[src/design/stt_pkg.sv]
// Shared types and constants of the software timer table.
package stt_pkg;

	localparam int unsigned TIMER_SLOTS_DEF = 16;
	localparam int unsigned TIME_W = 32;
	localparam int unsigned REM_W = 33;
	localparam int unsigned SLOT_OUT_W = 4;

	localparam logic KIND_REL = 1'b0;
	localparam logic KIND_ABS = 1'b1;

	typedef enum logic [1:0] {
		FN_ADD = 2'd0,
		FN_REMOVE = 2'd1,
		FN_TICK = 2'd2
	} func_t;

	typedef enum logic [2:0] {
		ST_ADDED = 3'd0,
		ST_FULL = 3'd1,
		ST_REMOVED = 3'd2,
		ST_NOT_ACTIVE = 3'd3,
		ST_REARMED = 3'd4,
		ST_FREED = 3'd5,
		ST_DONE = 3'd6
	} status_t;

	typedef enum logic [2:0] {
		S_IDLE,
		S_ADD,
		S_REMOVE,
		S_TICK,
		S_DONE
	} state_t;

	typedef struct packed {
		logic kind;
		logic rep;
		logic [TIME_W-1:0] reload;
		logic [REM_W-1:0] rem;
	} entry_t;

	typedef struct packed {
		logic fire;
		logic keep;
		logic [REM_W-1:0] rem;
	} upd_t;

	typedef struct packed {
		logic valid;
		status_t status;
		logic [SLOT_OUT_W-1:0] slot;
		logic last;
	} res_t;

endpackage

[src/design/software_timer_table.sv]
// Top level of the software timer table: stream ports, entry RAM and result register.
//
// A table of TIMER_SLOTS one-shot or periodic timers. Each input transfer is
// taken only while the sequencer is idle; a result register lets the next
// transfer in while the last result still waits downstream. An add scans the
// slot valid bits one per cycle from slot 0 until it finds a free slot or
// reaches the last, a remove frees the named slot if it is active, and a tick
// walks every slot through the entry RAM read port at one slot per cycle while
// the result side does not stall it, then gives a done result. No clearing
// pass follows reset: the slot valid bits clear at once and an entry is only
// used once an add has written it. A write with cfg_wen loads cfg_wdata as the
// previous tick time used by the next tick.
module software_timer_table #(
	parameter int unsigned TIMER_SLOTS = stt_pkg::TIMER_SLOTS_DEF
) (
	input  logic        clk,
	input  logic        arst_n,
	input  logic        cfg_wen,
	input  logic [31:0] cfg_wdata,
	input  logic        s_axis_tvalid,
	output logic        s_axis_tready,
	// timeout_value[31:0], repeat_on_fire[32], slot_index[36:33], now_time[68:37], zero pad
	input  logic [71:0] s_axis_tdata,
	// func[1:0], timer_kind[2]
	input  logic [2:0]  s_axis_tuser,
	output logic        m_axis_tvalid,
	input  logic        m_axis_tready,
	// slot[3:0], zero pad
	output logic [7:0]  m_axis_tdata,
	// status[2:0]
	output logic [2:0]  m_axis_tuser,
	output logic        m_axis_tlast
);

	localparam int unsigned SW = $clog2(TIMER_SLOTS);

	logic out_valid_q;
	stt_pkg::status_t status_q;
	logic [stt_pkg::SLOT_OUT_W-1:0] slot_q;
	logic last_q;
	logic out_free;
	stt_pkg::res_t res;

	logic [SW-1:0] mem_rd_addr;
	logic [SW-1:0] mem_wr_addr;
	logic mem_we;
	stt_pkg::entry_t mem_rd_data;
	stt_pkg::entry_t mem_wr_data;

	assign out_free = !out_valid_q || m_axis_tready;

	stt_ctrl #(
		.TIMER_SLOTS (TIMER_SLOTS)
	) u_ctrl (
		.clk         (clk),
		.arst_n      (arst_n),
		.cfg_wen     (cfg_wen),
		.cfg_wdata   (cfg_wdata),
		.in_valid    (s_axis_tvalid),
		.in_ready    (s_axis_tready),
		.in_func     (s_axis_tuser[1:0]),
		.in_kind     (s_axis_tuser[2]),
		.in_value    (s_axis_tdata[31:0]),
		.in_rep      (s_axis_tdata[32]),
		.in_idx      (s_axis_tdata[36:33]),
		.in_now      (s_axis_tdata[68:37]),
		.out_free    (out_free),
		.res         (res),
		.mem_rd_addr (mem_rd_addr),
		.mem_rd_data (mem_rd_data),
		.mem_we      (mem_we),
		.mem_wr_addr (mem_wr_addr),
		.mem_wr_data (mem_wr_data)
	);

	stt_ram #(
		.WIDTH ($bits(stt_pkg::entry_t)),
		.DEPTH (TIMER_SLOTS)
	) u_entry_ram (
		.clk     (clk),
		.we      (mem_we),
		.wr_addr (mem_wr_addr),
		.wr_data (mem_wr_data),
		.rd_addr (mem_rd_addr),
		.rd_data (mem_rd_data)
	);

	always_ff @(posedge clk or negedge arst_n) begin
		if (!arst_n) begin
			out_valid_q <= 1'b0;
		end else if (res.valid) begin
			out_valid_q <= 1'b1;
		end else if (m_axis_tready) begin
			out_valid_q <= 1'b0;
		end
	end

	always_ff @(posedge clk) begin
		if (res.valid) begin
			status_q <= res.status;
			slot_q <= res.slot;
			last_q <= res.last;
		end
	end

	assign m_axis_tvalid = out_valid_q;
	assign m_axis_tdata = {4'b0000, slot_q};
	assign m_axis_tuser = status_q;
	assign m_axis_tlast = last_q;

endmodule

[src/design/stt_ram.sv]
// Generic single-port-write, single-port-read RAM with registered read data.
module stt_ram #(
	parameter int unsigned WIDTH = 8,
	parameter int unsigned DEPTH = 16,
	localparam int unsigned AW = $clog2(DEPTH)
) (
	input  logic             clk,
	input  logic             we,
	input  logic [AW-1:0]    wr_addr,
	input  logic [WIDTH-1:0] wr_data,
	input  logic [AW-1:0]    rd_addr,
	output logic [WIDTH-1:0] rd_data
);

	logic [WIDTH-1:0] mem [DEPTH];

	always_ff @(posedge clk) begin
		if (we) begin
			mem[wr_addr] <= wr_data;
		end
		rd_data <= mem[rd_addr];
	end

endmodule

[src/design/stt_update.sv]
// Tick evaluation of one timer entry: saturating countdown of relative timers and fire decision.
module stt_update (
	input  stt_pkg::entry_t              entry,
	input  logic [stt_pkg::REM_W-1:0]    elapsed,
	input  logic [stt_pkg::TIME_W-1:0]   now,
	output stt_pkg::upd_t                upd
);

	logic [stt_pkg::REM_W:0]   diff;
	logic [stt_pkg::REM_W-1:0] rem_sat;
	logic                      rel_fire;
	logic                      abs_fire;

	always_comb begin
		diff = {entry.rem[stt_pkg::REM_W-1], entry.rem} - {elapsed[stt_pkg::REM_W-1], elapsed};
		case (diff[stt_pkg::REM_W:stt_pkg::REM_W-1])
			2'b10: rem_sat = {1'b1, {stt_pkg::TIME_W{1'b0}}};
			2'b01: rem_sat = {1'b0, {stt_pkg::TIME_W{1'b1}}};
			default: rem_sat = diff[stt_pkg::REM_W-1:0];
		endcase
		rel_fire = rem_sat[stt_pkg::REM_W-1] || (rem_sat == '0);
		abs_fire = entry.reload <= now;
		if (entry.kind == stt_pkg::KIND_REL) begin
			upd.fire = rel_fire;
			upd.keep = !rel_fire || entry.rep;
			upd.rem = (rel_fire && entry.rep) ? {1'b0, entry.reload} : rem_sat;
		end else begin
			upd.fire = abs_fire;
			upd.keep = !abs_fire;
			upd.rem = entry.rem;
		end
	end

endmodule

[src/design/stt_ctrl.sv]
// Sequencer of the timer table: slot valid bits, slot scans and result generation.
module stt_ctrl #(
	parameter int unsigned TIMER_SLOTS = stt_pkg::TIMER_SLOTS_DEF,
	localparam int unsigned SW = $clog2(TIMER_SLOTS)
) (
	input  logic                       clk,
	input  logic                       arst_n,
	input  logic                       cfg_wen,
	input  logic [stt_pkg::TIME_W-1:0] cfg_wdata,
	input  logic                       in_valid,
	output logic                       in_ready,
	input  logic [1:0]                 in_func,
	input  logic                       in_kind,
	input  logic [stt_pkg::TIME_W-1:0] in_value,
	input  logic                       in_rep,
	input  logic [3:0]                 in_idx,
	input  logic [stt_pkg::TIME_W-1:0] in_now,
	input  logic                       out_free,
	output stt_pkg::res_t              res,
	output logic [SW-1:0]              mem_rd_addr,
	input  stt_pkg::entry_t            mem_rd_data,
	output logic                       mem_we,
	output logic [SW-1:0]              mem_wr_addr,
	output stt_pkg::entry_t            mem_wr_data
);

	localparam int unsigned IW = (SW > 4) ? SW : 4;

	stt_pkg::state_t state_q, state_d;
	logic [SW-1:0] cnt_q, cnt_d;
	logic [TIMER_SLOTS-1:0] active_q, active_d;
	logic [stt_pkg::TIME_W-1:0] prev_q;
	logic [stt_pkg::REM_W-1:0] elapsed_q;
	logic [stt_pkg::TIME_W-1:0] now_q;
	logic [stt_pkg::TIME_W-1:0] value_q;
	logic kind_q;
	logic rep_q;
	logic [3:0] idx_q;

	logic [IW:0] idx_wide;
	logic idx_in_range;
	logic [SW-1:0] idx_sel;
	logic cnt_last;
	logic tick_fire;
	logic advance;
	logic accept;
	stt_pkg::upd_t upd;

	stt_update u_update (
		.entry   (mem_rd_data),
		.elapsed (elapsed_q),
		.now     (now_q),
		.upd     (upd)
	);

	assign accept = in_valid && in_ready;
	assign idx_wide = (IW+1)'(idx_q);
	assign idx_in_range = idx_wide < (IW+1)'(TIMER_SLOTS);
	assign idx_sel = idx_wide[SW-1:0];
	assign cnt_last = cnt_q == SW'(TIMER_SLOTS - 1);
	assign tick_fire = active_q[cnt_q] && upd.fire;
	assign advance = !tick_fire || out_free;

	always_ff @(posedge clk or negedge arst_n) begin
		if (!arst_n) begin
			state_q <= stt_pkg::S_IDLE;
			cnt_q <= '0;
			active_q <= '0;
			prev_q <= '0;
		end else begin
			state_q <= state_d;
			cnt_q <= cnt_d;
			active_q <= active_d;
			if (cfg_wen) begin
				prev_q <= cfg_wdata;
			end else if (accept && in_func == stt_pkg::FN_TICK) begin
				prev_q <= in_now;
			end
		end
	end

	always_ff @(posedge clk) begin
		if (accept) begin
			kind_q <= in_kind;
			value_q <= in_value;
			rep_q <= in_rep;
			idx_q <= in_idx;
			now_q <= in_now;
			elapsed_q <= {1'b0, in_now} - {1'b0, prev_q};
		end
	end

	always_comb begin
		state_d = state_q;
		cnt_d = cnt_q;
		active_d = active_q;
		in_ready = 1'b0;
		res = '0;
		mem_rd_addr = '0;
		mem_we = 1'b0;
		mem_wr_addr = cnt_q;
		mem_wr_data = '{kind: mem_rd_data.kind, rep: mem_rd_data.rep,
			reload: mem_rd_data.reload, rem: upd.rem};
		case (state_q)
			stt_pkg::S_IDLE: begin
				in_ready = 1'b1;
				cnt_d = '0;
				if (in_valid) begin
					case (stt_pkg::func_t'(in_func))
						stt_pkg::FN_ADD: state_d = stt_pkg::S_ADD;
						stt_pkg::FN_REMOVE: state_d = stt_pkg::S_REMOVE;
						stt_pkg::FN_TICK: state_d = stt_pkg::S_TICK;
						default: state_d = stt_pkg::S_IDLE;
					endcase
				end
			end
			stt_pkg::S_ADD: begin
				if (!active_q[cnt_q]) begin
					if (out_free) begin
						mem_we = 1'b1;
						mem_wr_data = '{kind: kind_q, rep: rep_q, reload: value_q,
							rem: {1'b0, value_q}};
						active_d[cnt_q] = 1'b1;
						res = '{valid: 1'b1, status: stt_pkg::ST_ADDED,
							slot: stt_pkg::SLOT_OUT_W'(cnt_q), last: 1'b1};
						state_d = stt_pkg::S_IDLE;
					end
				end else if (cnt_last) begin
					if (out_free) begin
						res = '{valid: 1'b1, status: stt_pkg::ST_FULL, slot: '0, last: 1'b1};
						state_d = stt_pkg::S_IDLE;
					end
				end else begin
					cnt_d = cnt_q + 1'b1;
				end
			end
			stt_pkg::S_REMOVE: begin
				if (out_free) begin
					if (idx_in_range && active_q[idx_sel]) begin
						active_d[idx_sel] = 1'b0;
						res = '{valid: 1'b1, status: stt_pkg::ST_REMOVED, slot: idx_q,
							last: 1'b1};
					end else begin
						res = '{valid: 1'b1, status: stt_pkg::ST_NOT_ACTIVE, slot: idx_q,
							last: 1'b1};
					end
					state_d = stt_pkg::S_IDLE;
				end
			end
			stt_pkg::S_TICK: begin
				mem_rd_addr = (advance && !cnt_last) ? cnt_q + 1'b1 : cnt_q;
				if (advance) begin
					if (active_q[cnt_q]) begin
						mem_we = mem_rd_data.kind == stt_pkg::KIND_REL;
						if (!upd.keep) begin
							active_d[cnt_q] = 1'b0;
						end
					end
					if (tick_fire) begin
						res = '{valid: 1'b1,
							status: upd.keep ? stt_pkg::ST_REARMED : stt_pkg::ST_FREED,
							slot: stt_pkg::SLOT_OUT_W'(cnt_q), last: 1'b0};
					end
					cnt_d = cnt_q + 1'b1;
					if (cnt_last) begin
						state_d = stt_pkg::S_DONE;
					end
				end
			end
			stt_pkg::S_DONE: begin
				if (out_free) begin
					res = '{valid: 1'b1, status: stt_pkg::ST_DONE, slot: '0, last: 1'b1};
					state_d = stt_pkg::S_IDLE;
				end
			end
			default: begin
				state_d = stt_pkg::S_IDLE;
			end
		endcase
	end

`ifndef SYNTHESIS
	a_res_room: assert property (@(posedge clk) disable iff (!arst_n)
		res.valid |-> out_free)
		else $error("result produced while output register is occupied");

	a_we_state: assert property (@(posedge clk) disable iff (!arst_n)
		mem_we |-> (state_q == stt_pkg::S_ADD || state_q == stt_pkg::S_TICK))
		else $error("entry write outside add or tick");

	a_tick_start: assert property (@(posedge clk) disable iff (!arst_n)
		(accept && in_func == stt_pkg::FN_TICK) |=> (state_q == stt_pkg::S_TICK && cnt_q == '0))
		else $error("tick did not start at slot zero");

	a_last_idle: assert property (@(posedge clk) disable iff (!arst_n)
		(res.valid && res.last) |=> state_q == stt_pkg::S_IDLE)
		else $error("sequencer busy after final result");

	a_add_sets: assert property (@(posedge clk) disable iff (!arst_n)
		(res.valid && res.status == stt_pkg::ST_ADDED) |=> $countones(active_q) ==
		$countones($past(active_q)) + 1)
		else $error("add did not claim exactly one slot");
`endif

endmodule
[config.mk]
export PLATFORM = sky130hd
export DESIGN_NAME = software_timer_table
export DESIGN_NICKNAME = d
export VERILOG_FILES = /design/src/design/stt_pkg.sv /design/src/design/software_timer_table.sv /design/src/design/stt_ram.sv /design/src/design/stt_update.sv /design/src/design/stt_ctrl.sv
export SDC_FILE = /design/constraint.sdc
export NUM_CORES = 2
export LEC_CHECK = 0
export CAP_MARGIN = 40
export CELL_PAD_IN_SITES_DETAIL_PLACEMENT = 0
export CELL_PAD_IN_SITES_GLOBAL_PLACEMENT = 1
export CORE_UTILIZATION = 40
export CTS_CLUSTER_SIZE = 8
export DETAILED_ROUTE_END_ITERATION = 8
export DONT_BUFFER_PORTS = 1
export HOLD_SLACK_MARGIN = 0.06
export PLACE_DENSITY_LB_ADDON = 0.08
export SLEW_MARGIN = 20
export SYNTH_ARGS = -nofsm -noshare
export SYNTH_HDL_FRONTEND = slang
export SYNTH_SLANG_ARGS = --single-unit
[constraint.sdc]
create_clock -name clk -period 10.25 [get_ports clk]
set_input_delay 1.5375 -clock clk [delete_from_list [all_inputs] [get_ports clk]]
set_output_delay 1.5375 -clock clk [all_outputs]
set_load 0.01 [all_outputs]
==> summary.md <==
| Metric | Value |
|---|---|
| I/O Pins | roughly 130 |
| Overflow after GRT | 0 |
| CP Class | reg -> reg |
| Syn Area/Cell | 14.7 um^2 |
| TritonCTS buffer count | 183 |
| Startpoint types | register |
| Largest fanout on the critical path | 95 |
| Minimum clock period | 8450 ps |
| Total die area | 141000 um^2 |
| Largest net degree at the start of global routing | about 110 |
| Hold_buf cts | 0 |
| Worst slew pin tran | 870 ps |
| Layout Cells excl Fill | 5895 |
| Final Cycle Share | 82.4% |
| Die width | around 380 um |
| RSZ-0062 raised after global routing | no |
| DRC Markers | 0 |
| Top_reg_cell synth | edfxtp_1 |
| Via count | between 30000 and 40000 |
| Leak | 0.0251 uW |
| Commonest non-fill, non-tap cells in the layout | 1183 x edfxtp_1, 571 x mux2i_1, 256 x a21oi_1, 231 x nand2_1, 185 x clkbuf_16 |
| 1st-iter DRT viols | 2287 |
| Post-DP HPWL | 95.0 mm |
| Crit end category | register |
| Setup repair bufs after CTS | 0 |
| Final net count | 4126 |
| Clk_skew | 34.0 ps |
| Antenna violations before repair | 2 |
| Final Routed Wirelength | 160 mm |
| Hold Fails Final Rpt | 0 |
| TritonCTS clock tree | built |
| Final core occ | 46.5% |
| Cells after Synth | between 3000 and 4000 |
| Bufs and invs on worst path | 5 |
| Synth async-reset ratio | 4.29% |
| Setup TNS | 0 ps |
| PD cells | 301 nW/um^2 |
| Area grow syn2layout | 14.7% |
| Via/cell ratio | between 5 and 6 |
| Worst Hold Class | in -> async |
| Critical Path Slowest Stage Cell | buf_12 |
| Sequential share of the synthesized area | 68.4% |
| Port bufs | 0 |
| Sink Count | 1306 |
| Clock-pin slew on the worst setup and hold paths | approximately 50 ps |
| Placed cells | ~5600 |
| First-pass iteration count of the detailed router | 5 |
| Placed cell areas | 58800 um^2 |
| Final Slew Violations | 0 |
| Global-route wire length before repair | 229 mm |
| Synth cell types | 87 |
| Yosys reg bits | 1306 |
| Core Box Area | 138000 um^2 |
| Routability cong. | 0.858 |
| Antenna Nets Post-Route | 0 |
| Crit path max-delay family | compound AO/OA/AOI/OAI gates |
| Slew Limit Headroom | between 40% and 50% |
| GRT Util Overall | around 22% |
| Crit-path max cell delay | between 400 and 500 ps |
| Worst Path Arrival | 9090 ps |
| Later-pin clock latency in the skew report | about 790 ps |
| Status | completed |
| Initial Util | roughly 41% |
| Max VDD drop | between 200 and 250 uV |
| CP Data Required Time | 10890 ps |
| Maxcap violations | 0 |
| FP Rows | 136 |
| Hold slack final | between 400 and 500 ps |
| Max Freq | between 0.1 and 0.15 GHz |
| Share of layout cells above drive strength 1 | a little over a tenth |
| Post-CTS Resized | 0 |
| Vias in the first global route | approximately 33000 |
| Most common cell after layout, fill and taps aside | edfxtp_1 |
| Setup violators final | 0 |
| Mapped Area | 56000 um^2 |
| Clk buf depth | 3 |
| CTS root buf | clkbuf_16 |
| Post-synth EDFFs | 1183 |
| Fin area | 64200 um^2 |
| Drt wl/cell | 27.2 um |
| Yosys warning total | 0 |
| Die Y | 376 um |
| H-tree levels | 4 |
[power breakdown]
part           internal, uW  total, uW  switching (uW)  leakage (uW)
registers              7460       7840             379        0.0120
logic                  1990       5920            3920        0.0106
clock network          3350       5570            2220       0.00253
[through the flow]
step                      total power [uW]  setup slack [ps]
after global routing                 20200              1390
after floorplan                      11600              2200
after global placement               13600              2030
after CTS                            19400              1950
after detailed placement             13800              2000
final                                19300              1800
[worst paths after layout]
path,to,startpoint,slack [ps],cells past startpoint
worst max-delay path,u_entry_ram.rd_data[8],u_entry_ram.rd_data[0],1800,31
worst min-delay path,u_ctrl.active_q[11],arst_n,440,0
worst max register to register,u_entry_ram.rd_data[8],u_entry_ram.rd_data[0],1800,31
worst min register to register,u_ctrl.active_q[9],u_ctrl.active_q[9],560,2
max in group asynchronous,u_ctrl.prev_q[28],arst_n,9660,0
min in group clk,u_ctrl.active_q[9],u_ctrl.active_q[9],560,2
[routing by layer]
metal	global-route usage, %	vias to the layer above	part of all wire (%)
met3	3.39	249	4.3
met5	0	-	0
met2	39.2	817	50
met4	6.02	0	2.3
met1	29.0	16833	43
li1	-	14843	-
[kinds of logic after synthesis]
logic type | after synthesis | synth area share (%)
AO/OA/AOI/OAI | 814 | 9.65
XOR/XNOR | 44 | 0.688
adder cells (fa/ha/maj) | 108 | 2.44
buffers and inverters | 342 | 2.95
flip-flops | 1306 | 68.4
multiplexers | 619 | 11.4
other | 1 | 0.00670
AND/OR/NAND/NOR | 566 | 4.51
[registers in the layout, summed over array words and instances (netlist names)]
register	cells
u_entry_ram.mem	1072
u_entry_ram.rd_data	67
u_ctrl.elapsed_q	33
u_ctrl.now_q	32
u_ctrl.prev_q	32
u_ctrl.value_q	32
u_ctrl.active_q	16
slot_q	4
u_ctrl.idx_q	4
u_ctrl.mem_wr_addr	4
m_axis_tuser	3
u_ctrl.state_q	3
m_axis_tlast	1
m_axis_tvalid	1
u_ctrl.kind_q	1
u_ctrl.rep_q	1
[layout make-up]
class                           instances  area, um^2
Inverter                              131         492
Tap cell                             1863        2330
Fill cell                           12168       74000
Clock inverter                         13         226
Sequential cell                      1306       38300
Clock buffer                          296        5080
Antenna cell                            2        5.00
Timing Repair Buffer                  129        1530
Multi-Input combinational cell       2155       16300
[synthesized netlist by cell type, types with 6 or more instances]
| master | n | area share [%] |
|---|---|---|
| ha_1 | 106 | 2.4 |
| buf_2 | 35 | 0.31 |
| a31oi_1 | 23 | 0.26 |
| a22o_1 | 70 | 1.1 |
| mux2i_1 | 571 | 10 |
| dfxtp_1 | 67 | 2.4 |
| nor3_1 | 29 | 0.26 |
| o31ai_1 | 37 | 0.50 |
| a21o_1 | 30 | 0.40 |
| a22oi_1 | 135 | 1.8 |
| o21a_1 | 18 | 0.24 |
| nand4_1 | 16 | 0.18 |
| nand3_1 | 63 | 0.56 |
| a21oi_1 | 256 | 2.3 |
| nand2b_1 | 10 | 0.11 |
| nor2_1 | 144 | 0.97 |
| o21ai_0 | 127 | 1.1 |
| mux2_2 | 36 | 0.72 |
| a21boi_0 | 9 | 0.12 |
| or3_1 | 8 | 0.089 |
| a211oi_1 | 6 | 0.080 |
| edfxtp_1 | 1183 | 63 |
| xnor2_1 | 27 | 0.42 |
| inv_1 | 129 | 0.86 |
| nor2b_1 | 21 | 0.23 |
| buf_6 | 18 | 0.36 |
| mux4_2 | 10 | 0.40 |
| nor4_1 | 6 | 0.067 |
| and3_1 | 6 | 0.067 |
| buf_4 | 48 | 0.64 |
| and2_1 | 7 | 0.078 |
| dfrtp_1 | 56 | 2.5 |
| o211ai_1 | 42 | 0.56 |
| buf_1 | 9 | 0.060 |
| xor2_1 | 17 | 0.27 |
| clkbuf_1 | 98 | 0.66 |
| nand2_1 | 234 | 1.6 |
(Power assumes the default switching activity.)
